`src/sv/assert_macros.svh`:
```
// assertion helpers used by the rtl controller
// clocked on clk_i, disabled while rst_ni is low
`ifndef ASSERT_MACROS_SVH
`define ASSERT_MACROS_SVH

// property must hold at every clock edge out of reset
`define SHA_ASSERT(lbl, prop) \
  lbl: assert property (@(posedge clk_i) disable iff (!rst_ni) (prop)) \
    else $error("assertion failed");

// consequent must hold in the cycle after the antecedent
`define SHA_ASSERT_NEXT(lbl, ante, cons) \
  lbl: assert property (@(posedge clk_i) disable iff (!rst_ni) (ante) |=> (cons)) \
    else $error("assertion failed");

`endif

```
`src/sv/sha_pkg.sv`:
```
// shared types, constants and functions of the sha-256 hasher
// no dependencies
`timescale 1ns / 1ps
`default_nettype none

package sha_pkg;

  localparam int unsigned BLOCK_WORDS = 16;

  localparam logic [31:0] IV [8] = '{
    32'h6a09e667, 32'hbb67ae85, 32'h3c6ef372, 32'ha54ff53a,
    32'h510e527f, 32'h9b05688c, 32'h1f83d9ab, 32'h5be0cd19
  };

  localparam logic [7:0] PAD_BYTE = 8'h80;

  // source of the byte written into the block
  typedef enum logic [1:0] {
    SEL_DATA,
    SEL_P80,
    SEL_ZERO,
    SEL_LEN
  } byte_sel_e;

  // controller to datapath commands
  typedef struct packed {
    logic        load_in;
    logic        put;
    byte_sel_e   sel;
    logic [2:0]  byte_idx;
    logic        round;
    logic [5:0]  rnd_idx;
    logic        fold;
    logic        reinit;
    logic [2:0]  out_idx;
  } cmd_t;

  // datapath to controller status
  typedef struct packed {
    logic        wrap;
    logic [5:0]  next_fill;
    logic [2:0]  count;
    logic        last;
  } stat_t;

  function automatic logic [31:0] rotr(input logic [31:0] x, input int unsigned n);
    rotr = (x >> n) | (x << (32 - n));
  endfunction

  function automatic logic [31:0] round_k(input logic [5:0] t);
    logic [31:0] k;
    unique case (t)
      6'd0:  k = 32'h428a2f98; 6'd1:  k = 32'h71374491; 6'd2:  k = 32'hb5c0fbcf;
      6'd3:  k = 32'he9b5dba5; 6'd4:  k = 32'h3956c25b; 6'd5:  k = 32'h59f111f1;
      6'd6:  k = 32'h923f82a4; 6'd7:  k = 32'hab1c5ed5; 6'd8:  k = 32'hd807aa98;
      6'd9:  k = 32'h12835b01; 6'd10: k = 32'h243185be; 6'd11: k = 32'h550c7dc3;
      6'd12: k = 32'h72be5d74; 6'd13: k = 32'h80deb1fe; 6'd14: k = 32'h9bdc06a7;
      6'd15: k = 32'hc19bf174; 6'd16: k = 32'he49b69c1; 6'd17: k = 32'hefbe4786;
      6'd18: k = 32'h0fc19dc6; 6'd19: k = 32'h240ca1cc; 6'd20: k = 32'h2de92c6f;
      6'd21: k = 32'h4a7484aa; 6'd22: k = 32'h5cb0a9dc; 6'd23: k = 32'h76f988da;
      6'd24: k = 32'h983e5152; 6'd25: k = 32'ha831c66d; 6'd26: k = 32'hb00327c8;
      6'd27: k = 32'hbf597fc7; 6'd28: k = 32'hc6e00bf3; 6'd29: k = 32'hd5a79147;
      6'd30: k = 32'h06ca6351; 6'd31: k = 32'h14292967; 6'd32: k = 32'h27b70a85;
      6'd33: k = 32'h2e1b2138; 6'd34: k = 32'h4d2c6dfc; 6'd35: k = 32'h53380d13;
      6'd36: k = 32'h650a7354; 6'd37: k = 32'h766a0abb; 6'd38: k = 32'h81c2c92e;
      6'd39: k = 32'h92722c85; 6'd40: k = 32'ha2bfe8a1; 6'd41: k = 32'ha81a664b;
      6'd42: k = 32'hc24b8b70; 6'd43: k = 32'hc76c51a3; 6'd44: k = 32'hd192e819;
      6'd45: k = 32'hd6990624; 6'd46: k = 32'hf40e3585; 6'd47: k = 32'h106aa070;
      6'd48: k = 32'h19a4c116; 6'd49: k = 32'h1e376c08; 6'd50: k = 32'h2748774c;
      6'd51: k = 32'h34b0bcb5; 6'd52: k = 32'h391c0cb3; 6'd53: k = 32'h4ed8aa4a;
      6'd54: k = 32'h5b9cca4f; 6'd55: k = 32'h682e6ff3; 6'd56: k = 32'h748f82ee;
      6'd57: k = 32'h78a5636f; 6'd58: k = 32'h84c87814; 6'd59: k = 32'h8cc70208;
      6'd60: k = 32'h90befffa; 6'd61: k = 32'ha4506ceb; 6'd62: k = 32'hbef9a3f7;
      default: k = 32'hc67178f2;
    endcase
    round_k = k;
  endfunction

endpackage

`default_nettype wire

```
`src/sv/sha_dp.sv`:
```
// datapath: input hold, block buffer and schedule, rounds, chaining words, length
// depends on sha_pkg
`timescale 1ns / 1ps
`default_nettype none

module sha_dp import sha_pkg::*; (
  input  wire logic        clk_i,
  input  wire logic        rst_ni,
  input  wire logic [31:0] data_word_i,
  input  wire logic [2:0]  byte_count_i,
  input  wire logic        last_word_i,
  input  wire cmd_t        cmd_i,
  output stat_t            stat_o,
  output logic [31:0]      digest_word_o
);

  localparam int unsigned FillW = $clog2(BLOCK_WORDS * 4);
  localparam int unsigned IdxW  = $clog2(BLOCK_WORDS);

  logic [31:0]      word_q;
  logic [2:0]       count_q;
  logic             last_q;
  logic [31:0]      w_q [BLOCK_WORDS];
  logic [31:0]      h_q [8];
  logic [31:0]      v_q [8];
  logic [FillW-1:0] fill_q;
  logic [63:0]      len_q;

  logic [7:0]       byte_d;
  logic [IdxW-1:0]  widx;
  logic [31:0]      w_new, t1, t2;

  // byte source select
  always_comb begin
    unique case (cmd_i.sel)
      SEL_DATA: byte_d = word_q[(3 - cmd_i.byte_idx[1:0]) * 8 +: 8];
      SEL_P80:  byte_d = PAD_BYTE;
      SEL_ZERO: byte_d = 8'h00;
      default:  byte_d = len_q[(7 - cmd_i.byte_idx) * 8 +: 8];
    endcase
  end

  assign widx = fill_q[FillW-1:2];

  // schedule word and round terms
  assign w_new = (rotr(w_q[14], 17) ^ rotr(w_q[14], 19) ^ (w_q[14] >> 10)) + w_q[9]
               + (rotr(w_q[1], 7) ^ rotr(w_q[1], 18) ^ (w_q[1] >> 3)) + w_q[0];
  assign t1 = v_q[7] + (rotr(v_q[4], 6) ^ rotr(v_q[4], 11) ^ rotr(v_q[4], 25))
            + ((v_q[4] & v_q[5]) ^ (~v_q[4] & v_q[6])) + round_k(cmd_i.rnd_idx) + w_q[0];
  assign t2 = (rotr(v_q[0], 2) ^ rotr(v_q[0], 13) ^ rotr(v_q[0], 22))
            + ((v_q[0] & v_q[1]) ^ (v_q[0] & v_q[2]) ^ (v_q[1] & v_q[2]));

  // input hold on transfer
  always_ff @(posedge clk_i) begin
    if (cmd_i.load_in) begin
      word_q  <= data_word_i;
      count_q <= (byte_count_i > 3'd4) ? 3'd4 : byte_count_i;
      last_q  <= last_word_i;
    end
  end

  // block buffer, doubling as the schedule window during rounds
  always_ff @(posedge clk_i) begin
    if (cmd_i.put) begin
      w_q[widx][(3 - fill_q[1:0]) * 8 +: 8] <= byte_d;
    end else if (cmd_i.round) begin
      for (int i = 0; i < BLOCK_WORDS - 1; i++) w_q[i] <= w_q[i + 1];
      w_q[BLOCK_WORDS - 1] <= w_new;
    end
  end

  // working variables
  always_ff @(posedge clk_i) begin
    if (cmd_i.put && (&fill_q)) begin
      for (int i = 0; i < 8; i++) v_q[i] <= h_q[i];
    end else if (cmd_i.round) begin
      v_q[7] <= v_q[6];
      v_q[6] <= v_q[5];
      v_q[5] <= v_q[4];
      v_q[4] <= v_q[3] + t1;
      v_q[3] <= v_q[2];
      v_q[2] <= v_q[1];
      v_q[1] <= v_q[0];
      v_q[0] <= t1 + t2;
    end
  end

  // chaining words, fill position and bit length
  always_ff @(posedge clk_i or negedge rst_ni) begin
    if (!rst_ni) begin
      for (int i = 0; i < 8; i++) h_q[i] <= IV[i];
      fill_q <= '0;
      len_q  <= '0;
    end else if (cmd_i.reinit) begin
      for (int i = 0; i < 8; i++) h_q[i] <= IV[i];
      fill_q <= '0;
      len_q  <= '0;
    end else begin
      if (cmd_i.fold) begin
        for (int i = 0; i < 8; i++) h_q[i] <= h_q[i] + v_q[i];
      end
      if (cmd_i.put) begin
        fill_q <= fill_q + 1'b1;
        if (cmd_i.sel == SEL_DATA) len_q <= len_q + 64'd8;
      end
    end
  end

  assign stat_o.wrap      = &fill_q;
  assign stat_o.next_fill = 6'(fill_q + 1'b1);
  assign stat_o.count     = count_q;
  assign stat_o.last      = last_q;
  assign digest_word_o    = h_q[cmd_i.out_idx];

endmodule

`default_nettype wire

```
`src/sv/sha_ctrl.sv`:
```
// controller: byte feed, padding, round and digest sequencing
// depends on sha_pkg and assert_macros.svh
`timescale 1ns / 1ps
`default_nettype none
`include "assert_macros.svh"

module sha_ctrl import sha_pkg::*; (
  input  wire logic  clk_i,
  input  wire logic  rst_ni,
  input  wire logic  in_valid_i,
  output logic       in_ready_o,
  output logic       out_valid_o,
  input  wire logic  out_ready_i,
  input  wire stat_t stat_i,
  output cmd_t       cmd_o
);

  localparam logic [2:0] ST_IDLE  = 3'd0;
  localparam logic [2:0] ST_PUT   = 3'd1;
  localparam logic [2:0] ST_ROUND = 3'd2;
  localparam logic [2:0] ST_FOLD  = 3'd3;
  localparam logic [2:0] ST_OUT   = 3'd4;

  localparam logic [2:0] PH_DATA  = 3'd0;
  localparam logic [2:0] PH_P80   = 3'd1;
  localparam logic [2:0] PH_ZERO  = 3'd2;
  localparam logic [2:0] PH_LEN   = 3'd3;
  localparam logic [2:0] PH_IDLE  = 3'd4;
  localparam logic [2:0] PH_OUT   = 3'd5;

  localparam logic [5:0] LenPos = 6'd56;

  logic [2:0] state_q, state_d;
  logic [2:0] ph_q, ph_d;
  logic [2:0] ci_q, ci_d;
  logic [5:0] rc_q, rc_d;
  logic [2:0] oi_q, oi_d;

  // state after a phase decision
  function automatic logic [2:0] dispatch(input logic [2:0] ph);
    priority if (ph == PH_IDLE) dispatch = ST_IDLE;
    else if (ph == PH_OUT)      dispatch = ST_OUT;
    else                        dispatch = ST_PUT;
  endfunction

  always_comb begin
    state_d = state_q;
    ph_d    = ph_q;
    ci_d    = ci_q;
    rc_d    = rc_q;
    oi_d    = oi_q;
    cmd_o   = '0;
    cmd_o.sel      = SEL_DATA;
    cmd_o.byte_idx = ci_q;
    cmd_o.rnd_idx  = rc_q;
    cmd_o.out_idx  = oi_q;
    in_ready_o  = 1'b0;
    out_valid_o = 1'b0;
    unique case (state_q)
      ST_IDLE: begin
        in_ready_o = 1'b1;
        if (in_valid_i) begin
          cmd_o.load_in = 1'b1;
          ci_d    = '0;
          ph_d    = PH_DATA;
          state_d = ST_PUT;
        end
      end
      ST_PUT: begin
        // first cycle after transfer may find an empty word
        if (ph_q == PH_DATA && stat_i.count == 3'd0) begin
          ph_d    = stat_i.last ? PH_P80 : PH_IDLE;
          state_d = dispatch(ph_d);
        end else begin
          cmd_o.put = 1'b1;
          unique case (ph_q)
            PH_DATA: begin
              cmd_o.sel = SEL_DATA;
              if (ci_q == stat_i.count - 3'd1) begin
                ph_d = stat_i.last ? PH_P80 : PH_IDLE;
              end else begin
                ci_d = ci_q + 3'd1;
              end
            end
            PH_P80, PH_ZERO: begin
              cmd_o.sel = (ph_q == PH_P80) ? SEL_P80 : SEL_ZERO;
              ci_d = '0;
              ph_d = (stat_i.next_fill == LenPos) ? PH_LEN : PH_ZERO;
            end
            default: begin
              cmd_o.sel = SEL_LEN;
              if (ci_q == 3'd7) ph_d = PH_OUT;
              else ci_d = ci_q + 3'd1;
            end
          endcase
          if (stat_i.wrap) begin
            rc_d    = '0;
            state_d = ST_ROUND;
          end else begin
            state_d = dispatch(ph_d);
          end
        end
      end
      ST_ROUND: begin
        cmd_o.round = 1'b1;
        rc_d = rc_q + 6'd1;
        if (&rc_q) state_d = ST_FOLD;
      end
      ST_FOLD: begin
        cmd_o.fold = 1'b1;
        oi_d    = '0;
        state_d = dispatch(ph_q);
      end
      ST_OUT: begin
        out_valid_o = 1'b1;
        if (out_ready_i) begin
          oi_d = oi_q + 3'd1;
          if (oi_q == 3'd7) begin
            cmd_o.reinit = 1'b1;
            state_d = ST_IDLE;
          end
        end
      end
      default: state_d = ST_IDLE;
    endcase
  end

  always_ff @(posedge clk_i or negedge rst_ni) begin
    if (!rst_ni) begin
      state_q <= ST_IDLE;
      ph_q    <= PH_IDLE;
      ci_q    <= '0;
      rc_q    <= '0;
      oi_q    <= '0;
    end else begin
      state_q <= state_d;
      ph_q    <= ph_d;
      ci_q    <= ci_d;
      rc_q    <= rc_d;
      oi_q    <= oi_d;
    end
  end

  `SHA_ASSERT_NEXT(a_rounds_end, state_q == ST_ROUND && (&rc_q), state_q == ST_FOLD)
  `SHA_ASSERT_NEXT(a_digest_end, out_valid_o && out_ready_i && oi_q == 3'd7, state_q == ST_IDLE)
  `SHA_ASSERT(a_one_side, !(in_ready_o && out_valid_o))

endmodule

`default_nettype wire

```
`src/sv/sha256_message_hasher.sv`:
```
// channel  | signals                                       | direction
// input    | in_valid_i, in_ready_o, data_word_i,          | into block
//          | byte_count_i, last_word_i                     |
// output   | out_valid_o, out_ready_i, digest_word_o,      | out of block
//          | word_index_o, last_of_digest_o                |
// one input word at a time: each valid byte is written in turn; an empty word writes no byte
// each full 64-byte block goes through the shared round unit round by round, then one fold
// a last word adds 9 to 72 padding bytes, one or two compressions, then 8 digest words
// reset restores the initial hash values at once; no clearing pass
// input stalls while busy; the digest words wait on out_ready_i
// top level of the sha-256 hasher; depends on sha_pkg, sha_ctrl, sha_dp
`timescale 1ns / 1ps
`default_nettype none

module sha256_message_hasher import sha_pkg::*; (
  input  wire logic        clk_i,
  input  wire logic        rst_ni,
  input  wire logic        in_valid_i,
  output logic             in_ready_o,
  input  wire logic [31:0] data_word_i,
  input  wire logic [2:0]  byte_count_i,
  input  wire logic        last_word_i,
  output logic             out_valid_o,
  input  wire logic        out_ready_i,
  output logic [31:0]      digest_word_o,
  output logic [2:0]       word_index_o,
  output logic             last_of_digest_o
);

  cmd_t  cmd;
  stat_t stat;

  sha_ctrl u_ctrl (
    .clk_i       (clk_i),
    .rst_ni      (rst_ni),
    .in_valid_i  (in_valid_i),
    .in_ready_o  (in_ready_o),
    .out_valid_o (out_valid_o),
    .out_ready_i (out_ready_i),
    .stat_i      (stat),
    .cmd_o       (cmd)
  );

  sha_dp u_dp (
    .clk_i         (clk_i),
    .rst_ni        (rst_ni),
    .data_word_i   (data_word_i),
    .byte_count_i  (byte_count_i),
    .last_word_i   (last_word_i),
    .cmd_i         (cmd),
    .stat_o        (stat),
    .digest_word_o (digest_word_o)
  );

  // digest word position
  assign word_index_o     = cmd.out_idx;
  assign last_of_digest_o = (cmd.out_idx == 3'd7);

endmodule

`default_nettype wire

```
`config.mk`:
```
export PLATFORM = sky130hd
export DESIGN_NAME = sha256_message_hasher
export DESIGN_NICKNAME = d
export VERILOG_FILES = /design/src/sv/sha_pkg.sv /design/src/sv/sha_dp.sv /design/src/sv/sha_ctrl.sv /design/src/sv/sha256_message_hasher.sv
export VERILOG_INCLUDE_DIRS = /design/src /design/src/sv
export SDC_FILE = /design/constraint.sdc
export NUM_CORES = 2
export LEC_CHECK = 0
export BUFFER_PORTS_ARGS = -buffer_cell sky130_fd_sc_hd__buf_2
export CORE_UTILIZATION = 45
export CTS_CLUSTER_SIZE = 40
export DETAILED_ROUTE_END_ITERATION = 8
export SLEW_MARGIN = 20
export SYNTH_ARGS = -nofsm -noshare
export SYNTH_HDL_FRONTEND = slang
export SYNTH_SLANG_ARGS = --single-unit
```
`constraint.sdc`:
```
create_clock -name clk_i -period 12.7 [get_ports clk_i]
set_clock_uncertainty 0.1 [all_clocks]
set_input_delay 0 -clock clk_i [delete_from_list [all_inputs] [get_ports clk_i]]
set_output_delay 0 -clock clk_i [all_outputs]
set_load 0.01 [all_outputs]
```
# After elaboration in Yosys (flattened, before gate mapping)
# Memories as Yosys holds them, arrays and structs flattened.
# Cells that the tools add are included.
# Widths: inputs -> output; s select.
# op_classes
add_sub_neg	28
magnitude_cmp	2
eq_ne	26
n_shift	4
mux	77
bitwise	36
n_reduce_logical	22
# ops
operator	count
$add 32x32->32	18
$mux 256	2
$mux 32	13
$xor 32x32->32	9
$mux 64	3
$and 32x32->32	5
$bmux 32 s3	1
$mux 3	25
$add 64x4->64 const B	1
$shiftx 64x33->8	1
$neg 32->34	1
$shift 8x34->32 const A	1
$shiftx 8x34->32	1
$shiftx 32x33->8	1
$not 32->32	1
$or 10x32->32	1
$or 13x32->32	1
$or 14x32->32	1
$or 15x32->32	1
$or 19x32->32	1
$or 21x32->32	1
$or 25x32->32	1
$or 26x32->32	1
$or 30x32->32	1
43 further kinds	103
# word_totals
regBits	380
ramBits	768
mem_bits_ro	2048
in_bits	40
out_inout_bits	38
wordCells	216
mem_count	3
# mem_list
memory	depth	word_bits	read_ports	rd_clocked_by_memory_dff	write_ports	line_no	source
(no name shown)	64	32	1	0	0	sha_pkg.sv:52	unique case (t)
u_dp.w_q	16	32	16	0	16	sha_dp.sv:23	logic [31:0] w_q [BLOCK_WORDS];
u_dp.v_q	8	32	8	0	8	sha_dp.sv:25	logic [31:0] v_q [8];

# Depth between registers and ports, before layout
# depth
ltp_word	12
ltp_mapped	41
ltp_nobuf	39

# Modules after synthesis
# Synthesis repeated with hierarchy kept, for this count alone.
# hier_totals
cells_unflattened	6976
hier_area_um2	75966.6
# by_module_without_submodules
module	n_inst	cells_each	area_per_inst_um2	seq_area_each_um2
sha_dp	1	6837	74684.1	32396.1
sha_ctrl	1	138	1276.2	451.7
sha256_message_hasher	1	1	6.3	0.0

# Least setup slack after synthesis
# No wires, ideal clock.
# synth_path
path_kind	register to register
start	register u_ctrl.rc_q[0]
end	memory u_dp.v_q[0][31] (data pin)
setup_time_ns	0.264
arrival_ns	8.604
required_ns	12.336
slack_ns	3.732
stages_incl_launch_ff	39
path_buffers	2
period_less_slack_ns	8.968
cell_sequence	dfrtp_1 clkbuf_1 inv_1 ha_1 clkbuf_1 and3_1 a21oi_1 mux4_2 fa_1 inv_1 fa_1 inv_1 fa_1 inv_1 ha_1 a21o_1 a21o_1 a2111oi_0 (+3 left out) nor2b_1 o21ai_0 nand2b_1 a21oi_1 xnor2_1 fa_1 ha_1 a211oi_1 o22ai_1 o22a_1 o22ai_1 a31oi_1 a211o_1 a21o_1 a211oi_1 o21bai_1 xnor3_1 o21ai_1
# synth_rtl
element	line_no	source
start, declared	sha_ctrl.sv:36	logic [5:0] rc_q, rc_d;
start signal, assigned	sha_ctrl.sv:139	rc_q <= rc_d;
end, declared	sha_dp.sv:25	

==> qor.csv <==
metric;value;unit
outcome;finished clean;
die footprint;170300;um2
Syn Nets;8044;
WP data required;13.13;ns
Slowest cell on crit path;ha_1;
Most used DFF post-synth;edfxtp_1;
maximum vdd drop;0.2093;mV
initial antenna violation count;8;
IO buf count;77;
power consumption;23.04;mW
internal power;12.53;mW
RSZ-0062 raised after global routing;no;
setup TNS;0;ns
Synth Instances;7406;
drt via density;6.057;
Cell Area, Synth;75900;um2
Switching Fraction;0.4560;
routability cong.;1.000;
Max clock buf depth;3;
Residual DRC;0;
post-synth cell types;104;
Area growth, synth to finish;10.46;%
drt total wl;265.5;mm
Initial DRC Count;6036;
TritonCTS buffer count;135;
final std cells w/o fill;9732;
Root Buffer;clkbuf_16;
Pre-antenna DRT Iters;6;
Slew @ Worst Pin;1.109;ns
r2r startpoint;u_ctrl.rc_q[0];
layout cells sized above 1;0.1014;
crit start category;flip-flop;
hold_buf cts;78;
global-route wire length before repair;390.3;mm
CP Data Arrival Time;11.01;ns
Post-CTS Setup Inserts;0;
GRT Util Overall;0.3106;
min Tclk post-route;10.59;ns
post-synthesis average cell area;10.25;um2
Highest Clock Rate;94.46;MHz
Worst-Skew Late Latency;0.82;ns
Final Hold Fails;0;
crit path from;u_ctrl.rc_q[0];
Clock power frac;0.171;
Synth async-reset ratio;0.2978;
PostCTS Resize Cnt;0;
Crit Path Max Fanout;21;
largest net degree at the start of global routing;218;
die width;412.7;um
routed length per instance;27.28;um
placed cells;9402;
CTS sink cnt;1145;
Min Hold Slack;0.08879;ns
Crit. End Element;flip-flop;
Synth Register Bits;1145;
Seq/Total Area, Yosys;0.4328;
DP Wirelength;196.1;mm
CP Class;flip-flop to flip-flop;
Core Area;167200;um2
Initial Utilization;0.4539;
Final nets;8053;
Worst Hold Class;primary input to flip-flop;
num rows;150;
Gate power share;0.584;
Clk pin slew, worst setup/hold paths;0.07;ns
Max-cap violations;0;
register share of total power;0.245;
Final Slew Violations;0;
sw power;10.50;mW
relative slew slack;0.2528;
H-Tree Depth;4;
Die Ht;412.7;um
number of synthesized flops with an enable pin;804;
Leak;37.24;nW
io pins;78;
largest delay contributor family on the critical path;compound AO/OA/AOI/OAI gates;
CTS tree;done;
vias post-DR;58950;
Max stage delay on crit path;0.66;ns
post-route antenna net violation count;0;
synth warn;0;
GRT overflow;0;
Power Dens Cells;274.8;nW/um2
period utilization;0.8335;
critical path buffer and inverter count;5;
final setup violation count;0;
number of global-route vias before repair;57480;
hold_sp;out_ready_i;
==> registers in the layout, indices dropped and copies added, names as in the netlist, 6 cells and up <==
register and flops:
u_dp.w_q 512, u_dp.h_q 256, u_dp.v_q 256, u_dp.len_q 61, u_dp.word_q 32, u_ctrl.rc_q 6
u_dp.fill_q 6
==> tightest hold or removal path: cells and delay by family <==
family | cells | cell delay [ns]
AOI/OAI and AO/OA | 1 | 0.13
buffers and inverters | 2 | 0.74
and+or+nand+nor | 1 | 0.06
==> power groups by stage <==
stage               registers (mW)  clock network, mW  logic, mW
global route                  5.70               4.14       14.7
CTS                           5.62               4.01       13.3
floorplan                     5.27                  0       9.61
detailed placement            5.69                  0       13.2
finish                        5.65               3.94       13.4
global placement              5.67                  0       13.1
==> final cells by class <==
cell class	instances	area (um2)
sequential	1145	32860
inverter	304	1149
antenna	1	2.502
clock inverter	63	680.7
fill	15190	83390
tap	2204	2758
clock buffer	186	3712
multi-input combinational	5537	40380
timing repair buffer	292	2291
==> kinds of logic (layout without fill, tap and decap cells) <==
kind of cell	Yosys count	after routing	share of synthesized area
AOI/OAI and AO/OA	2181	2181	0.1853
and+or+nand+nor	1921	1921	0.1116
DFF	1145	1145	0.4328
buffers and inverters	724	845	0.03614
xor gates and xnor gates	633	633	0.07359
adders and majority gates	624	624	0.1213
muxes	178	178	0.03930
other	0	1	0
==> cells in the final DEF (no fill, tap or decap), types with 31 or more instances in the layout <==
| cell | instances |
|---|---|
| nand2b_1 | 58 |
| mux2i_1 | 46 |
| a21oi_1 | 448 |
| dfrtp_1 | 197 |
| nand2_1 | 970 |
| nand3_1 | 173 |
| a31oi_1 | 40 |
| o22ai_1 | 36 |
| o31ai_1 | 31 |
| nand4_1 | 40 |
| buf_2 | 76 |
| nor3_1 | 113 |
| fa_1 | 195 |
| clkbuf_1 | 39 |
| or3_1 | 39 |
| o21ai_0 | 523 |
| xor2_1 | 249 |
| mux2_2 | 40 |
| a21o_1 | 644 |
| mux4_2 | 92 |
| nor2_1 | 339 |
| o21ai_1 | 53 |
| buf_4 | 132 |
| o21bai_1 | 54 |
| ha_1 | 403 |
| nor2b_1 | 51 |
| dfstp_2 | 137 |
| dlygate4sd3_1 | 77 |
| and3_1 | 51 |
| o211ai_1 | 48 |
| edfxtp_1 | 804 |
| inv_1 | 302 |
| clkbuf_16 | 137 |
| xnor2_1 | 381 |
| a211oi_1 | 54 |
| o21a_1 | 60 |
==> worst paths after layout <==
path	cells after the start	to	slack, ns
setup / recovery	38	u_dp.v_q[0][31]	2.11
hold / removal	4	u_ctrl.oi_q[2]	0.09
setup reg to reg	38	u_dp.v_q[0][31]	2.11
hold reg to reg	1	u_dp.w_q[3][5]	0.40
max in group asynchronous	5	u_dp.h_q[162]	10.36
min in group asynchronous	3	u_dp.h_q[28]	0.44
==> cells in the mapped netlist, types with 46 or more instances <==
library cell	instances	area (um2)
nand2_1	972	3649
edfxtp_1	804	24140
a21o_1	644	4835
o21ai_0	555	2778
a21oi_1	453	2267
ha_1	403	5042
xnor2_1	381	3337
clkbuf_1	376	1411
nor2_1	345	1295
inv_1	303	1137
xor2_1	249	2181
dfrtp_1	204	5105
fa_1	195	3904
nand3_1	174	870.8
dfstp_2	137	3600
nor3_1	113	565.5
mux4_2	92	2072
o21a_1	60	450.4
nand2b_1	58	362.9
a211oi_1	54	405.4
o21bai_1	54	405.4
and3_1	52	325.3
nor2b_1	51	319.1
o211ai_1	48	360.4
mux2i_1	46	460.4
==> stage by stage <==
| stage | utilization | area (um2) | setup WS [ns] |
|---|---|---|---|
| finish | 0.5013 | 83840 | 2.114 |
| global route | 0.5013 | 83830 | 1.592 |
| CTS | 0.5010 | 83770 | 2.221 |
| detailed placement | 0.4699 | 78580 | 2.281 |
| global placement | 0.4699 | 78580 | 2.293 |
| floorplan | - | 75900 | 3.732 |
==> layer usage <==
| layer | track usage | vias up | routed length (um) |
|---|---|---|---|
| li1 | - | 26660 | - |
| met3 | 0.05332 | 473 | 17570 |
| met1 | 0.4171 | 29660 | 112700 |
| met2 | 0.4953 | 2147 | 122900 |
| met5 | 0 | - | 37 |
| met4 | 0.1307 | 6 | 12260 |
No activity file was read; power rests on OpenSTA's default activity.
